`config.mk`:
```
export PLATFORM = sky130hd
export DESIGN_NAME = label_overlay_blend_flat
export DESIGN_NICKNAME = d
export VERILOG_FILES = /design/src/lob_pkg.sv /design/src/lob_req_if.sv /design/src/lob_rsp_if.sv /design/src/label_overlay_blend.sv /design/src/lob_csr.sv /design/src/lob_blend.sv /design/src/flat_wrapper.sv
export SDC_FILE = /design/constraint.sdc
export NUM_CORES = 1
export LEC_CHECK = 0
export BUFFER_PORTS_ARGS = -buffer_cell sky130_fd_sc_hd__buf_2
export CORE_UTILIZATION = 55
export DETAILED_ROUTE_END_ITERATION = 6
export PLACE_DENSITY_LB_ADDON = 0.15
export SLEW_MARGIN = 20
export SYNTH_ARGS = -nofsm -noshare
export SYNTH_HDL_FRONTEND = slang
export SYNTH_SLANG_ARGS = --single-unit
```
`constraint.sdc`:
```
create_clock -name clock -period 7.3 [get_ports clock]
set_clock_uncertainty 0.05 [all_clocks]
set_input_delay 1.095 -clock clock [delete_from_list [all_inputs] [get_ports clock]]
set_output_delay 1.095 -clock clock [all_outputs]
set_load 0.02 [all_outputs]
```
`src/lob_pkg.sv`:
```
package lob_pkg;

   localparam int GRAY_BITS      = 8;
   localparam int CHAN_BITS      = 8;
   localparam int ALPHA_BITS     = 9;
   localparam int HIGHLIGHT_BITS = 16;
   localparam int CSR_DATA_BITS  = 16;
   localparam int CSR_INDEX_BITS = 2;
   localparam int SCRAMBLE_LEN   = 64;
   localparam int SCRAMBLE_BITS  = $clog2(SCRAMBLE_LEN);
   localparam int COLOR_COUNT    = 65;
   localparam int COLOR_BITS     = $clog2(COLOR_COUNT);

   localparam logic [ALPHA_BITS-1:0]     ALPHA_ONE       = 9'd256;
   localparam logic [ALPHA_BITS-1:0]     ALPHA_RESET     = 9'd128;
   localparam logic [HIGHLIGHT_BITS-1:0] HIGHLIGHT_RESET = 16'd0;
   localparam logic [CHAN_BITS-1:0]      WHITE           = 8'd255;

   typedef logic [CHAN_BITS-1:0] chan_type;

   typedef struct packed {
      chan_type c0;
      chan_type c1;
      chan_type c2;
   } color_type;

   typedef struct packed {
      logic [ALPHA_BITS-1:0]     alpha;
      logic [HIGHLIGHT_BITS-1:0] highlight;
   } cfg_type;

   typedef enum logic [CSR_INDEX_BITS-1:0] {
      CSR_ALPHA     = 2'd0,
      CSR_HIGHLIGHT = 2'd1
   } csr_index_type;

   localparam logic [23:0] JET_COLORS [COLOR_COUNT] = '{
      24'h00008F, 24'h00009F, 24'h0000AF, 24'h0000BF,
      24'h0000CF, 24'h0000DF, 24'h0000EF, 24'h0000FF,
      24'h0010FF, 24'h0020FF, 24'h0030FF, 24'h0040FF,
      24'h0050FF, 24'h0060FF, 24'h0070FF, 24'h0080FF,
      24'h008FFF, 24'h009FFF, 24'h00AFFF, 24'h00BFFF,
      24'h00CFFF, 24'h00DFFF, 24'h00EFFF, 24'h00FFFF,
      24'h10FFEF, 24'h20FFDF, 24'h30FFCF, 24'h40FFBF,
      24'h50FFAF, 24'h60FF9F, 24'h70FF8F, 24'h80FF80,
      24'h8FFF70, 24'h9FFF60, 24'hAFFF50, 24'hBFFF40,
      24'hCFFF30, 24'hDFFF20, 24'hEFFF10, 24'hFFFF00,
      24'hFFEF00, 24'hFFDF00, 24'hFFCF00, 24'hFFBF00,
      24'hFFAF00, 24'hFF9F00, 24'hFF8F00, 24'hFF8000,
      24'hFF7000, 24'hFF6000, 24'hFF5000, 24'hFF4000,
      24'hFF3000, 24'hFF2000, 24'hFF1000, 24'hFF0000,
      24'hEF0000, 24'hDF0000, 24'hCF0000, 24'hBF0000,
      24'hAF0000, 24'h9F0000, 24'h8F0000, 24'h800000,
      24'h00009F
   };

   localparam logic [COLOR_BITS-1:0] SCRAMBLE [SCRAMBLE_LEN] = '{
      7'd54, 7'd6,  7'd46, 7'd17, 7'd35, 7'd63, 7'd1,  7'd23,
      7'd28, 7'd27, 7'd49, 7'd2,  7'd13, 7'd21, 7'd14, 7'd39,
      7'd30, 7'd47, 7'd45, 7'd4,  7'd26, 7'd5,  7'd57, 7'd61,
      7'd55, 7'd52, 7'd32, 7'd34, 7'd41, 7'd18, 7'd12, 7'd25,
      7'd53, 7'd56, 7'd22, 7'd19, 7'd48, 7'd9,  7'd37, 7'd8,
      7'd60, 7'd36, 7'd64, 7'd16, 7'd3,  7'd58, 7'd44, 7'd15,
      7'd7,  7'd10, 7'd20, 7'd24, 7'd40, 7'd11, 7'd43, 7'd50,
      7'd38, 7'd51, 7'd59, 7'd29, 7'd62, 7'd31, 7'd33, 7'd42
   };

   // The scramble table repeats every 64 labels, so the low six bits select the color.
   function automatic color_type color_lookup(input logic [SCRAMBLE_BITS-1:0] idx);
      color_lookup = color_type'(JET_COLORS[SCRAMBLE[idx]]);
   endfunction

endpackage

```
`src/lob_req_if.sv`:
```
interface lob_req_if #(
   parameter int LABEL_BITS = 16
);
   logic                          valid;
   logic                          ready;
   logic [LABEL_BITS-1:0]         label;
   logic [lob_pkg::GRAY_BITS-1:0] gray;

   modport source (output valid, output label, output gray, input ready);
   modport sink   (input valid, input label, input gray, output ready);
endinterface

```
`src/lob_rsp_if.sv`:
```
interface lob_rsp_if;
   logic              valid;
   logic              ready;
   lob_pkg::chan_type chan_zero;
   lob_pkg::chan_type chan_one;
   lob_pkg::chan_type chan_two;

   modport source (output valid, output chan_zero, output chan_one, output chan_two,
                   input ready);
   modport sink   (input valid, input chan_zero, input chan_one, input chan_two,
                   output ready);
endinterface

```
`src/label_overlay_blend.sv`:
```
// An accepted item is held in the input register; its blended result is then
// registered in the result register, from which it can be taken.
// Throughput: one item per cycle; the input stalls only when both the input register
// and the result register hold items and the result is not being taken.
// Reset clears both valid flags, sets alpha to 128 and the highlight label to 0.
module label_overlay_blend #(
   parameter int LABEL_BITS = 16
) (
   input  logic                                clock,
   input  logic                                reset,
   lob_req_if.sink                             req_chan,
   lob_rsp_if.source                           rsp_chan,
   input  logic                                csr_wr_en,
   input  logic [lob_pkg::CSR_INDEX_BITS-1:0]  csr_index,
   input  logic [lob_pkg::CSR_DATA_BITS-1:0]   csr_data
);
   import lob_pkg::*;

   localparam int CMP_BITS = (LABEL_BITS > HIGHLIGHT_BITS) ? LABEL_BITS : HIGHLIGHT_BITS;

   cfg_type               cfg;
   logic                  advance;
   logic                  in_valid_ff;
   logic                  in_valid_in;
   logic                  out_valid_ff;
   logic                  out_valid_in;
   logic [LABEL_BITS-1:0] label_ff;
   logic [GRAY_BITS-1:0]  gray_ff;
   color_type             pixel;
   color_type             pixel_ff;

   lob_csr u_csr (
      .clock (clock),
      .reset (reset),
      .wr_en (csr_wr_en),
      .index (csr_index),
      .data  (csr_data),
      .cfg   (cfg)
   );

   lob_blend #(
      .LABEL_BITS (LABEL_BITS)
   ) u_blend (
      .cfg   (cfg),
      .label (label_ff),
      .gray  (gray_ff),
      .pixel (pixel)
   );

   assign advance        = !out_valid_ff || rsp_chan.ready;
   assign req_chan.ready = !in_valid_ff || advance;
   assign in_valid_in    = req_chan.ready ? req_chan.valid : in_valid_ff;
   assign out_valid_in   = advance ? in_valid_ff : out_valid_ff;

   always_ff @(posedge clock) begin
      if (reset) begin
         in_valid_ff  <= 1'b0;
         out_valid_ff <= 1'b0;
      end else begin
         in_valid_ff  <= in_valid_in;
         out_valid_ff <= out_valid_in;
      end
   end

   always_ff @(posedge clock) begin
      if (req_chan.valid && req_chan.ready) begin
         label_ff <= req_chan.label;
         gray_ff  <= req_chan.gray;
      end
      if (advance && in_valid_ff) begin
         pixel_ff <= pixel;
      end
   end

   assign rsp_chan.valid     = out_valid_ff;
   assign rsp_chan.chan_zero = pixel_ff.c0;
   assign rsp_chan.chan_one  = pixel_ff.c1;
   assign rsp_chan.chan_two  = pixel_ff.c2;

   a_alpha_saturated: assert property (@(posedge clock) disable iff (reset)
      cfg.alpha <= ALPHA_ONE)
      else $error("effective alpha exceeds one");

   a_result_from_input: assert property (@(posedge clock) disable iff (reset)
      $rose(out_valid_ff) |-> $past(in_valid_ff))
      else $error("result appeared without a held input item");

   a_highlight_white: assert property (@(posedge clock) disable iff (reset)
      (advance && in_valid_ff && (CMP_BITS'(label_ff) == CMP_BITS'(cfg.highlight)))
      |=> (pixel_ff.c0 == WHITE && pixel_ff.c1 == WHITE && pixel_ff.c2 == WHITE))
      else $error("highlighted label did not produce white");

endmodule

```
`src/lob_csr.sv`:
```
module lob_csr (
   input  logic                                clock,
   input  logic                                reset,
   input  logic                                wr_en,
   input  logic [lob_pkg::CSR_INDEX_BITS-1:0]  index,
   input  logic [lob_pkg::CSR_DATA_BITS-1:0]   data,
   output lob_pkg::cfg_type                    cfg
);
   import lob_pkg::*;

   logic [ALPHA_BITS-1:0]     alpha_ff;
   logic [ALPHA_BITS-1:0]     alpha_in;
   logic [HIGHLIGHT_BITS-1:0] highlight_ff;
   logic [HIGHLIGHT_BITS-1:0] highlight_in;

   always_comb begin
      alpha_in     = alpha_ff;
      highlight_in = highlight_ff;
      if (wr_en) begin
         unique case (csr_index_type'(index))
            CSR_ALPHA: begin
               alpha_in = data[ALPHA_BITS-1:0];
            end
            CSR_HIGHLIGHT: begin
               highlight_in = data[HIGHLIGHT_BITS-1:0];
            end
            default: begin
            end
         endcase
      end
   end

   always_ff @(posedge clock) begin
      if (reset) begin
         alpha_ff     <= ALPHA_RESET;
         highlight_ff <= HIGHLIGHT_RESET;
      end else begin
         alpha_ff     <= alpha_in;
         highlight_ff <= highlight_in;
      end
   end

   // Weights above one saturate to one.
   assign cfg.alpha     = (alpha_ff > ALPHA_ONE) ? ALPHA_ONE : alpha_ff;
   assign cfg.highlight = highlight_ff;

endmodule

```
`src/lob_blend.sv`:
```
module lob_blend #(
   parameter int LABEL_BITS = 16
) (
   input  lob_pkg::cfg_type               cfg,
   input  logic [LABEL_BITS-1:0]          label,
   input  logic [lob_pkg::GRAY_BITS-1:0]  gray,
   output lob_pkg::color_type             pixel
);
   import lob_pkg::*;

   localparam int CMP_BITS = (LABEL_BITS > HIGHLIGHT_BITS) ? LABEL_BITS : HIGHLIGHT_BITS;
   localparam int PROD_BITS = ALPHA_BITS + CHAN_BITS;

   logic                  hit;
   color_type             color;
   logic [ALPHA_BITS-1:0] beta;

   function automatic chan_type blend_chan(input chan_type c,
                                           input logic [GRAY_BITS-1:0] g,
                                           input logic [ALPHA_BITS-1:0] a,
                                           input logic [ALPHA_BITS-1:0] b);
      logic [PROD_BITS-1:0] fg;
      logic [PROD_BITS-1:0] bg;
      logic [PROD_BITS-1:0] sum;
      fg  = (PROD_BITS'(a) * PROD_BITS'(c)) >> 8;
      bg  = (PROD_BITS'(b) * PROD_BITS'(g)) >> 8;
      sum = fg + bg;
      blend_chan = sum[CHAN_BITS-1:0];
   endfunction

   assign hit   = (CMP_BITS'(label) == CMP_BITS'(cfg.highlight));
   assign color = color_lookup(label[SCRAMBLE_BITS-1:0]);
   assign beta  = ALPHA_ONE - cfg.alpha;

   always_comb begin
      if (hit) begin
         pixel = '{c0: WHITE, c1: WHITE, c2: WHITE};
      end else begin
         pixel.c0 = blend_chan(color.c0, gray, cfg.alpha, beta);
         pixel.c1 = blend_chan(color.c1, gray, cfg.alpha, beta);
         pixel.c2 = blend_chan(color.c2, gray, cfg.alpha, beta);
      end
   end

endmodule
```
`src/flat_wrapper.sv`:
```
// flat-port wrapper written by rule: the top's interface ports become plain ports
module label_overlay_blend_flat import lob_pkg::*;
#(
   parameter int LABEL_BITS = 16
)
  (clock, reset, csr_wr_en, csr_index, csr_data, req_chan_valid, req_chan_label, req_chan_gray, req_chan_ready, rsp_chan_valid, rsp_chan_chan_zero, rsp_chan_chan_one, rsp_chan_chan_two, rsp_chan_ready);
  lob_req_if #(.LABEL_BITS(LABEL_BITS)) req_chan_i ();
  lob_rsp_if rsp_chan_i ();
  input  logic clock;
  input  logic reset;
  input  logic csr_wr_en;
  input  logic [lob_pkg::CSR_INDEX_BITS-1:0] csr_index;
  input  logic [lob_pkg::CSR_DATA_BITS-1:0] csr_data;
  input wire logic [$bits(req_chan_i.valid)-1:0] req_chan_valid;
  input wire logic [$bits(req_chan_i.label)-1:0] req_chan_label;
  input wire logic [$bits(req_chan_i.gray)-1:0] req_chan_gray;
  output wire logic [$bits(req_chan_i.ready)-1:0] req_chan_ready;
  output wire logic [$bits(rsp_chan_i.valid)-1:0] rsp_chan_valid;
  output wire logic [$bits(rsp_chan_i.chan_zero)-1:0] rsp_chan_chan_zero;
  output wire logic [$bits(rsp_chan_i.chan_one)-1:0] rsp_chan_chan_one;
  output wire logic [$bits(rsp_chan_i.chan_two)-1:0] rsp_chan_chan_two;
  input wire logic [$bits(rsp_chan_i.ready)-1:0] rsp_chan_ready;
  assign req_chan_i.valid = req_chan_valid;
  assign req_chan_i.label = req_chan_label;
  assign req_chan_i.gray = req_chan_gray;
  assign req_chan_ready = req_chan_i.ready;
  assign rsp_chan_valid = rsp_chan_i.valid;
  assign rsp_chan_chan_zero = rsp_chan_i.chan_zero;
  assign rsp_chan_chan_one = rsp_chan_i.chan_one;
  assign rsp_chan_chan_two = rsp_chan_i.chan_two;
  assign rsp_chan_i.ready = rsp_chan_ready;
  label_overlay_blend #(.LABEL_BITS(LABEL_BITS)) u_core (.clock(clock), .reset(reset), .req_chan(req_chan_i), .rsp_chan(rsp_chan_i), .csr_wr_en(csr_wr_en), .csr_index(csr_index), .csr_data(csr_data));
endmodule
```
Yosys cells after proc, flatten, opt, wreduce, memory -nomap -nowiden
Memories as Yosys holds them, arrays and structs flattened.
Index checks and enable logic that the tools add are counted.
- bitwise logic cells: 2
- div/mod/pow operators: 0
- add/subtract/negate cells: 4
- muxes and demuxes: 5
- equality and inequality tests: 2
- $mul: 4
- order comparisons: 3
- shift operators: 0
- reductions and logical operators: 9
- operators with widths (operator ; number):
    $mul 9x8->16 ; 4
    $mux 24 ; 2
    $add 8x8->8 ; 3
    $eq 16x16->1 ; 1
    $mux 7 ; 2
    $gt 9x9->1 const B ; 1
    $mux 9 ; 1
    $sub 9x9->9 const A ; 1
    $ge 8x8->1 const B ; 1
    $not 7->8 ; 1
    $ge 7x7->1 const B ; 1
    $not 6->7 ; 1
    $reduce_and 2->1 ; 2
    $eq 2x1->1 const B ; 1
    $logic_and 1x1->1 ; 2
    $logic_not 1->1 ; 2
    $logic_not 2->1 ; 1
    $logic_or 1x1->1 ; 2
- bits in latches: 0
- memory bits (read-only): 3520
- bits in registers: 75
- memory bits (writable): 0
- memories kept: 2
- input port bits: 47
- output and inout bits: 26
- memories (memory ; words ; width ; read ports ; clocked after Yosys merged registers in ; write ports ; RTL line ; RTL):
    (no name shown) ; 128 ; 24 ; 1 ; 0 ; 0 ; lob_pkg.sv:70 ; color_lookup = color_type'(JET_COLORS[SCRAMBLE[idx]]);
    (no name shown) ; 64 ; 7 ; 1 ; 0 ; 0 ; lob_pkg.sv:70 ;

Logic depth before layout (Yosys ltp)
Gate-level depths: netlist (run 1).
- depth after elaboration: 10
- depth in mapped cells: 38

By module
From an unflattened synthesis (run 1), not the netlist that was laid out.
- cell total of the unflattened synthesis: 1449
- area, all modules: 13143.9 um2
- by module, submodules not included (module ; cells each ; area each (um2) ; instances):
    lob_blend ; 1280 ; 10461.3 ; 1
    label_overlay_blend ; 58 ; 1545.2 ; 1
    lob_csr ; 111 ; 1137.3 ; 1

Worst setup path after synthesis (run 1)
Ideal clock, no wire load.
- path kind: reg-to-reg
- start: register u_core.label_ff[1]
- end: register u_core.pixel_ff (netlist bit u_core.rsp_chan.chan_one[7]) (data pin)
- data arrival time: 7634 ps
- buffers on the path: 1
- setup slack: -644 ps
- stages on the path, launching flop included: 33
- setup time: 260 ps
- path through: edfxtp_1 -> buf_6 -> inv_1 -> ha_1 -> or2_2 -> nand2_1 -> mux4_2 -> o21a_1 -> inv_2 -> ha_1 -> inv_1 -> mux2i_1 -> a211oi_1 -> o21ai_2 -> or2_1 -> fa_1 -> fa_1 -> fa_1 -> fa_1 -> inv_1 -> ha_1 -> and2_1 -> o21ai_0 -> nand3_1 -> and3_1 -> o21a_1 -> nor3_1 -> nor2_1 -> ha_1 -> o41ai_1 -> xnor2_1 -> xnor3_1 -> mux2_4
- cells in the longest elaborated chain, start to end: 10
- ends and longest elaborated chain (element ; RTL line ; RTL):
    from (decl) ; label_overlay_blend.sv:27 ; logic [LABEL_BITS-1:0] label_ff;
    from (signal assigned) ; label_overlay_blend.sv:67 ; label_ff <= req_chan.label;
    $not 6->7 (implied by the code) ; lob_pkg.sv:70 ;
    $mem_v2 64x7 ; -- ;
    $mux 7 (implied by the code) (2 in series) ; lob_pkg.sv:70 ;
    $not 7->8 (implied by the code) ; lob_pkg.sv:70 ;
    $mem_v2 128x24 ; -- ;
    $mux 24 (implied by the code) (2 in series) ; lob_pkg.sv:70 ;
    $mul 9x8->16 ; lob_blend.sv:25 ; fg = (PROD_BITS'(a) * PROD_BITS'(c)) >> 8;
    $add 8x8->8 ; lob_blend.sv:27 ; sum = fg + bg;
    to (signal assigned) ; label_overlay_blend.sv:71 ; pixel_ff <= pixel;
    to (decl) ; label_overlay_blend.sv:30 ; color_type pixel_ff;
Several ways; a longest one is shown, not always the timed one. The select of a mux whose other input is x is not followed.
A chain may end at the register's enable or synchronous reset.

Worst setup path after layout (run 1)
Ends and elaborated chain as after synthesis.

==> results.sh, run 1 <==
export IMPL_dp_slack_ps=-759.3
export IMPL_rsz0062_at_grt="true"
export IMPL_setup_ws_ps=-725.6
export IMPL_irDropWorstVdd_uv=329.2
export IMPL_muxShareOfSynthArea_pct=2.653
export IMPL_reg2reg_from="u_core.label_ff[1]$_DFFE_PP_"
export IMPL_period_share_pct=109.9
export IMPL_finalWirelength_mm=34.21
export IMPL_core_um2=22850
export IMPL_holdWs_ps=420.4
export IMPL_synth_edf_count=48
export IMPL_synth_cell_types=76
export IMPL_utilization_pct=74.81
export IMPL_synth_cells=1465
export IMPL_clock_sinks=75
export IMPL_powerDensity_nw_per_um2=301.9
export IMPL_yosysWarnings=0
export IMPL_portBuffers=72
export IMPL_holdPathStages=2
export IMPL_worstMarginPinSlew_ps=967.5
export IMPL_slowest_delay_ps=550
export IMPL_final_nets=2160
export IMPL_fmax_ghz=0.1246
export IMPL_first_pass_iters=5
export IMPL_antenna_found_initial=0
export IMPL_syn2layout_area_growth_pct=32.27
export IMPL_crit_type="register to register"
export IMPL_critPathMaxFanout=6
export IMPL_wl_per_cell_um=16.24
export IMPL_synth_cells_most_frequent="inv_1 (265), fa_1 (163), ha_1 (162)"
export IMPL_stdcell_area_um2=17090
export IMPL_die_w_um=155.3
export IMPL_status="finished with violations"
export IMPL_gp_congestion=0.8667
export IMPL_clk_path_buf_depth=2
export IMPL_antenna_cells=0
export IMPL_placed_area_um2=15320
export IMPL_grt_first_pass_wirelength_mm=55.56
export IMPL_yosys_area_top_type="fa_1"
export IMPL_synth_top_area_share_pct=25.25
export IMPL_synthFlopType="edfxtp_1"
export IMPL_synth_compound_area_share_pct=9.150
export IMPL_drtAntennaViolNets=0
export IMPL_synthAdderAreaFrac_pct=40.94
export IMPL_r2r_end="u_core.rsp_chan.chan_one[7]$_SDFFCE_PN1P_"
export IMPL_worstHoldEndpoint="u_core.u_csr.highlight_ff[10]$_SDFFE_PP0P_"
export IMPL_grt_total_usage_pct=29.28
export IMPL_crit_top_cell="fa_1"
export IMPL_clock_latency_ps=350
export IMPL_worstPathArrival_ps=8070
export IMPL_grt_pass1_vias=11647
export IMPL_cp_start_kind="register"
export IMPL_fp_row_count=55
export IMPL_start_util_pct=56.56
export IMPL_r2r_cells=33
export IMPL_grt_max_degree=28
export IMPL_cts_root_buf="clkbuf_16"
export IMPL_r2r_setup_slack_ps=-730
export IMPL_min_period_ps=8026
export IMPL_syn_area_per_cell_um2=8.821
export IMPL_synth_seq_cells=75
export IMPL_crit_slowest_cell="fa_1"
export IMPL_syn_area_um2=12920
export IMPL_drc=0
export IMPL_path_clk_slew_ps=70
export IMPL_synth_net_count=1837
export IMPL_maxCapViolCount=0
export IMPL_setup_viol=11
export IMPL_io_pins=73
export IMPL_post_route_cells_drive_above_1_share_pct=33.13
export IMPL_violations="setup timing"
export IMPL_hold_class="register to register"
export IMPL_vias=11095
export IMPL_dp_final_hpwl_mm=26.21
export IMPL_synth_xor_area_share_pct=5.170
export IMPL_timing_final_hold_violations=0
export IMPL_report_power_total_uw=5160
export IMPL_drt_iter0_markers=534
export IMPL_required_ps=7350
export IMPL_synth_seq_area_share_pct=15.34
export IMPL_synth_top_family_by_area="adder cells"
export IMPL_via_per_inst=5.268
export IMPL_die_area_um2=24110
export IMPL_synth_simple_area_share_pct=17.19
export IMPL_p_leak_uw=0.008358
export IMPL_end_kind="register"
export IMPL_maxSlewHeadroom_pct=35.22
export IMPL_yosysMostFrequentCell="inv_1"
export IMPL_synthTopCellsByArea="fa_1 (25%), ha_1 (16%), edfxtp_1 (11%), inv_1 (7.7%), nand2_1 (4.4%)"
export IMPL_cts_tree="done"
export IMPL_gr_total_overflow=0
export IMPL_htreeDepth=3
export IMPL_final_max_slew_viol_count=0
export IMPL_synthArstFlopShare_pct=0
export IMPL_hp_start="u_core.u_csr.highlight_ff[10]$_SDFFE_PP0P_"
export IMPL_numCtsBuffers=9
export IMPL_die_h_um=155.3
[registers in the layout (all words and copies together), names as in the netlist]
signal,cells
u_core.u_csr.highlight_ff,16
u_core.u_csr.alpha_ff,9
u_core.gray_ff,8
u_core.label_ff,16
u_core.in_valid_ff,1
u_core.rsp_chan.chan_two,8
u_core.rsp_chan.chan_one,8
u_core.rsp_chan.valid,1
u_core.rsp_chan.chan_zero,8
[cell families (layout without fill, tap and decap cells)]
group | Yosys count | in the layout
flip-flops | 75 | 75
AND/OR/NAND/NOR | 473 | 473
AO/OA/AOI/OAI | 175 | 175
multiplexers | 28 | 28
XOR/XNOR | 73 | 73
buffers and inverters | 316 | 644
adder cells (fa/ha/maj) | 325 | 325
[metal layers]
metal	global-route usage [%]	part of all wire, %
met5	0	0
met4	9.804	3.3
met3	3.788	5.1
met2	53.07	50
met1	35.90	41
[through the flow]
stage	setup TNS, ps	std cells
after CTS	-2928	2090
after floorplan	-677.5	1465
after global placement	-3383	2031
final	-3466	2106
after global routing	-7591	2106
after detailed placement	-4666	2031
[worst max-delay path: cells and delay by family (launching register included)]
family                     cells  cell delay [ps]
DFF                            1              490
xor gates and xnor gates       3              590
AOI/OAI and AO/OA              7             1490
muxes                          3              840
and+or+nand+nor                7              880
buffers and inverters          5              410
adders and majority gates      8             3040
[cell usage in the layout (no fill, tap or decap), types with 8 or more instances in the layout]
cell       synthesis  routed
xor2_1            27      27
nor2_1           139     120
xnor2_1           44      36
clkbuf_16          0       9
buf_6              2      27
o21ai_0           29      10
nor2_2             1      15
inv_2              3      17
mux2i_1           15      13
fa_1             163     155
dfxtp_1           27      27
nand2b_1          17      17
inv_1            265     247
or2_1              9       8
fa_2               0       8
nand3_1           15      10
o21ai_2            3      13
buf_2             13      72
nand2_1          152     145
nor2b_1           33      27
o21a_1            12       8
a21oi_2            1      14
and2_1            37      34
nor3_2             0      11
a21o_1            17      16
edfxtp_1          48      48
buf_4              5     256
nor3_1            24      13
ha_4               0      23
ha_1             162     133
o21ai_1            3       8
a21oi_1           54      35
[cell type report]
| class | count | area, µm² |
|---|---|---|
| sequential | 75 | 1982 |
| timing repair buffer | 359 | 2661 |
| inverter | 269 | 1020 |
| fill | 1686 | 5754 |
| clock inverter | 7 | 70.07 |
| tap | 313 | 391.6 |
| multi-input combinational | 1074 | 10740 |
| clock buffer | 9 | 225.2 |
[what timing repair did]
action,in CTS,in global routing
hold buffers,0,0
endpoints found under the setup margin,13,20
pin swaps,56,85
setup buffers,46,19
gates resized for setup,122,108
[power breakdown]
| group | internal (µW) | switching, µW | total, µW |
|---|---|---|---|
| combinational | 2050 | 1970 | 4020 |
| sequential | 664 | 30.6 | 695 |
| clock | 240 | 209 | 449 |
| total | 2950 | 2200 | 5160 |
[worst max-delay path by stage]
stage / start / end / slack, ps / cells past startpoint
2_1_floorplan: u_core.label_ff[0]$_DFFE_PP_ / u_core.rsp_chan.chan_zero[7]$_SDFFCE_PN1P_ / -290 / 37
3_3_place_gp: u_core.label_ff[1]$_DFFE_PP_ / u_core.rsp_chan.chan_one[7]$_SDFFCE_PN1P_ / -680 / 30
3_5_place_dp: u_core.label_ff[1]$_DFFE_PP_ / u_core.rsp_chan.chan_zero[7]$_SDFFCE_PN1P_ / -760 / 35
4_1_cts: u_core.label_ff[1]$_DFFE_PP_ / u_core.rsp_chan.chan_zero[7]$_SDFFCE_PN1P_ / -660 / 38
5_1_grt: u_core.label_ff[1]$_DFFE_PP_ / u_core.rsp_chan.chan_one[7]$_SDFFCE_PN1P_ / -1050 / 38
6_report: u_core.label_ff[1]$_DFFE_PP_ / u_core.rsp_chan.chan_one[7]$_SDFFCE_PN1P_ / -730 / 33
No activity file was read; power rests on OpenSTA's default activity.
==> inputs of run 2 (changes only) <==
==> constraint.sdc (replaced) <==
create_clock -name clock -period 9.8 [get_ports clock]
set_clock_uncertainty 0.05 [all_clocks]
set_input_delay 1.47 -clock clock [delete_from_list [all_inputs] [get_ports clock]]
set_output_delay 1.47 -clock clock [all_outputs]
set_load 0.02 [all_outputs]
==> results.sh, run 2 (synthesized netlist as in run 1, its figures left out) <==
export IMPL_cp_start_kind="register"
export IMPL_first_pass_iters=5
export IMPL_finalWirelength_mm=29.55
export IMPL_p_seq_share_pct=18.5
export IMPL_slowest_delay_ps=710
export IMPL_hold_class="register to register"
export IMPL_vias=9976
export IMPL_die_area_um2=24110
export IMPL_path_clk_slew_ps=70
export IMPL_period_share_pct=93.51
export IMPL_final_max_slew_viol_count=0
export IMPL_core_um2=22850
export IMPL_grt_first_pass_wirelength_mm=49.78
export IMPL_fillers=2089
export IMPL_clk_path_buf_depth=2
export IMPL_crit_start="u_core.label_ff[0]$_DFFE_PP_"
export IMPL_maxSlewHeadroom_pct=30.96
export IMPL_p_sw_uw=1303
export IMPL_worstMarginPinSlew_ps=1033
export IMPL_r2r_cells=30
export IMPL_min_period_ps=9164
export IMPL_seqCellArea_um2=1982
export IMPL_dp_cells=1818
export IMPL_required_ps=9840
export IMPL_maxCapViolCount=0
export IMPL_reg2reg_from="u_core.label_ff[0]$_DFFE_PP_"
export IMPL_syn2layout_area_growth_pct=7.485
export IMPL_drtAntennaViolNets=0
export IMPL_end_kind="register"
export IMPL_start_util_pct=56.56
export IMPL_drt_iter0_markers=611
export IMPL_cts_tree="done"
export IMPL_fp_row_count=55
export IMPL_fin_cells=1836
export IMPL_gp_congestion=0.8898
export IMPL_die_h_um=155.3
export IMPL_antenna_cells=0
export IMPL_final_nets=1890
export IMPL_die_w_um=155.3
export IMPL_fmax_ghz=0.1091
export IMPL_holdWs_ps=418.1
export IMPL_post_route_cells_drive_above_1_share_pct=9.915
export IMPL_p_comb_share_pct=69.5
export IMPL_status="finished clean"
export IMPL_grt_total_usage_pct=26.37
export IMPL_cts_root_buf="clkbuf_16"
export IMPL_numCtsBuffers=9
export IMPL_p_leak_uw=0.006871
export IMPL_p_int_uw=1508
export IMPL_layout_common_cells="inv_1 (265), fa_1 (163), ha_1 (162)"
export IMPL_setup_tns_ps=0
export IMPL_worstPathArrival_ps=9200
export IMPL_antenna_found_initial=0
export IMPL_r2r_end="u_core.rsp_chan.chan_zero[7]$_SDFFCE_PN1P_"
export IMPL_rsz0062_at_grt="false"
export IMPL_timing_final_hold_violations=0
export IMPL_htreeDepth=3
export IMPL_clock_latency_ps=350
export IMPL_crit_type="register to register"
export IMPL_multi_input_area_um2=9712
export IMPL_portBuffers=72
export IMPL_critPathMaxFanout=21
export IMPL_crit_path_end="u_core.rsp_chan.chan_zero[7]$_SDFFCE_PN1P_"
export IMPL_grt_pass1_vias=10320
export IMPL_postCtsSetupBuffers=0
export IMPL_cts_resized=0
export IMPL_holdBufCountCts=0
export IMPL_crit_slowest_cell="mux4_2"
export IMPL_utilization_pct=60.79
export IMPL_wl_per_cell_um=16.09
export IMPL_dp_final_hpwl_mm=23.63
export IMPL_swShare_pct=46.36
export IMPL_r2r_setup_slack_ps=640
export IMPL_reg_largest_list="u_core.label_ff: 16 flops, u_core.u_csr.highlight_ff: 16 flops, u_core.u_csr.alpha_ff: 9 flops"
export IMPL_powerDensity_nw_per_um2=202.4
export IMPL_io_pins=73
export IMPL_drc=0
export IMPL_clock_sinks=75
export IMPL_gr_total_overflow=0
export IMPL_stdcell_area_um2=13890
export IMPL_grt_max_degree=33
export IMPL_irDropWorstVdd_uv=186.9
export IMPL_pwr_share_clk_pct=12.0
export IMPL_via_per_inst=5.434
export IMPL_placed_area_um2=13570
export IMPL_final_common_cell="inv_1"
export IMPL_setup_viol=0
[run 2: stage by stage]
step | power (µW) | worst slack [ps]
floorplan | 2005 | 1856
global placement | 2421 | 833.7
detailed placement | 2456 | 671.6
CTS | 2827 | 652.7
global route | 3118 | 55.08
finish | 2812 | 636.0
[run 2: area by class of cell]
class	instances	share of cell area (%)
Multi-Input combinational cell	1074	69.92
Sequential cell	75	14.27
Inverter	269	7.270
Timing Repair Buffer	89	3.594
Tap cell	313	2.820
Clock buffer	9	1.621
Clock inverter	7	0.5045
[run 2: worst min path at each step]
stage	start	endpoint	slack (ps)	cells after the start
floorplan	u_core.u_csr.highlight_ff[0]$_SDFFE_PP0P_	u_core.u_csr.highlight_ff[0]$_SDFFE_PP0P_	400	2
global placement	u_core.u_csr.highlight_ff[5]$_SDFFE_PP0P_	u_core.u_csr.highlight_ff[5]$_SDFFE_PP0P_	400	2
detailed placement	u_core.u_csr.highlight_ff[9]$_SDFFE_PP0P_	u_core.u_csr.highlight_ff[9]$_SDFFE_PP0P_	410	2
CTS	u_core.u_csr.highlight_ff[11]$_SDFFE_PP0P_	u_core.u_csr.highlight_ff[11]$_SDFFE_PP0P_	420	2
global route	u_core.u_csr.highlight_ff[2]$_SDFFE_PP0P_	u_core.u_csr.highlight_ff[2]$_SDFFE_PP0P_	440	2
finish	u_core.u_csr.highlight_ff[13]$_SDFFE_PP0P_	u_core.u_csr.highlight_ff[13]$_SDFFE_PP0P_	420	2
[run 2: layer usage]
layer | part of all wire [%] | wire, µm | track usage (%)
met2 | 49 | 14480 | 46.65
met5 | 0 | 0 | 0
met4 | 2.5 | 733 | 7.656
met1 | 44 | 12920 | 33.88
met3 | 4.8 | 1413 | 3.203
[run 2: critical path: cells and delay by family, from the launching register on]
kind | cells | cell delay [ps]
fa+ha+maj | 7 | 3080
simple gates | 4 | 740
buf+inv | 5 | 630
flops | 1 | 620
mux | 4 | 1310
compound gates | 7 | 1850
xor+xnor | 3 | 590
[run 2: power by group through the flow]
stage	clock network [µW]	logic, µW	registers [µW]
6_report	338	1950	521
5_1_grt	353	2240	529
3_5_place_dp	0	1930	529
2_1_floorplan	0	1420	589
4_1_cts	347	1960	522
3_3_place_gp	0	1890	530
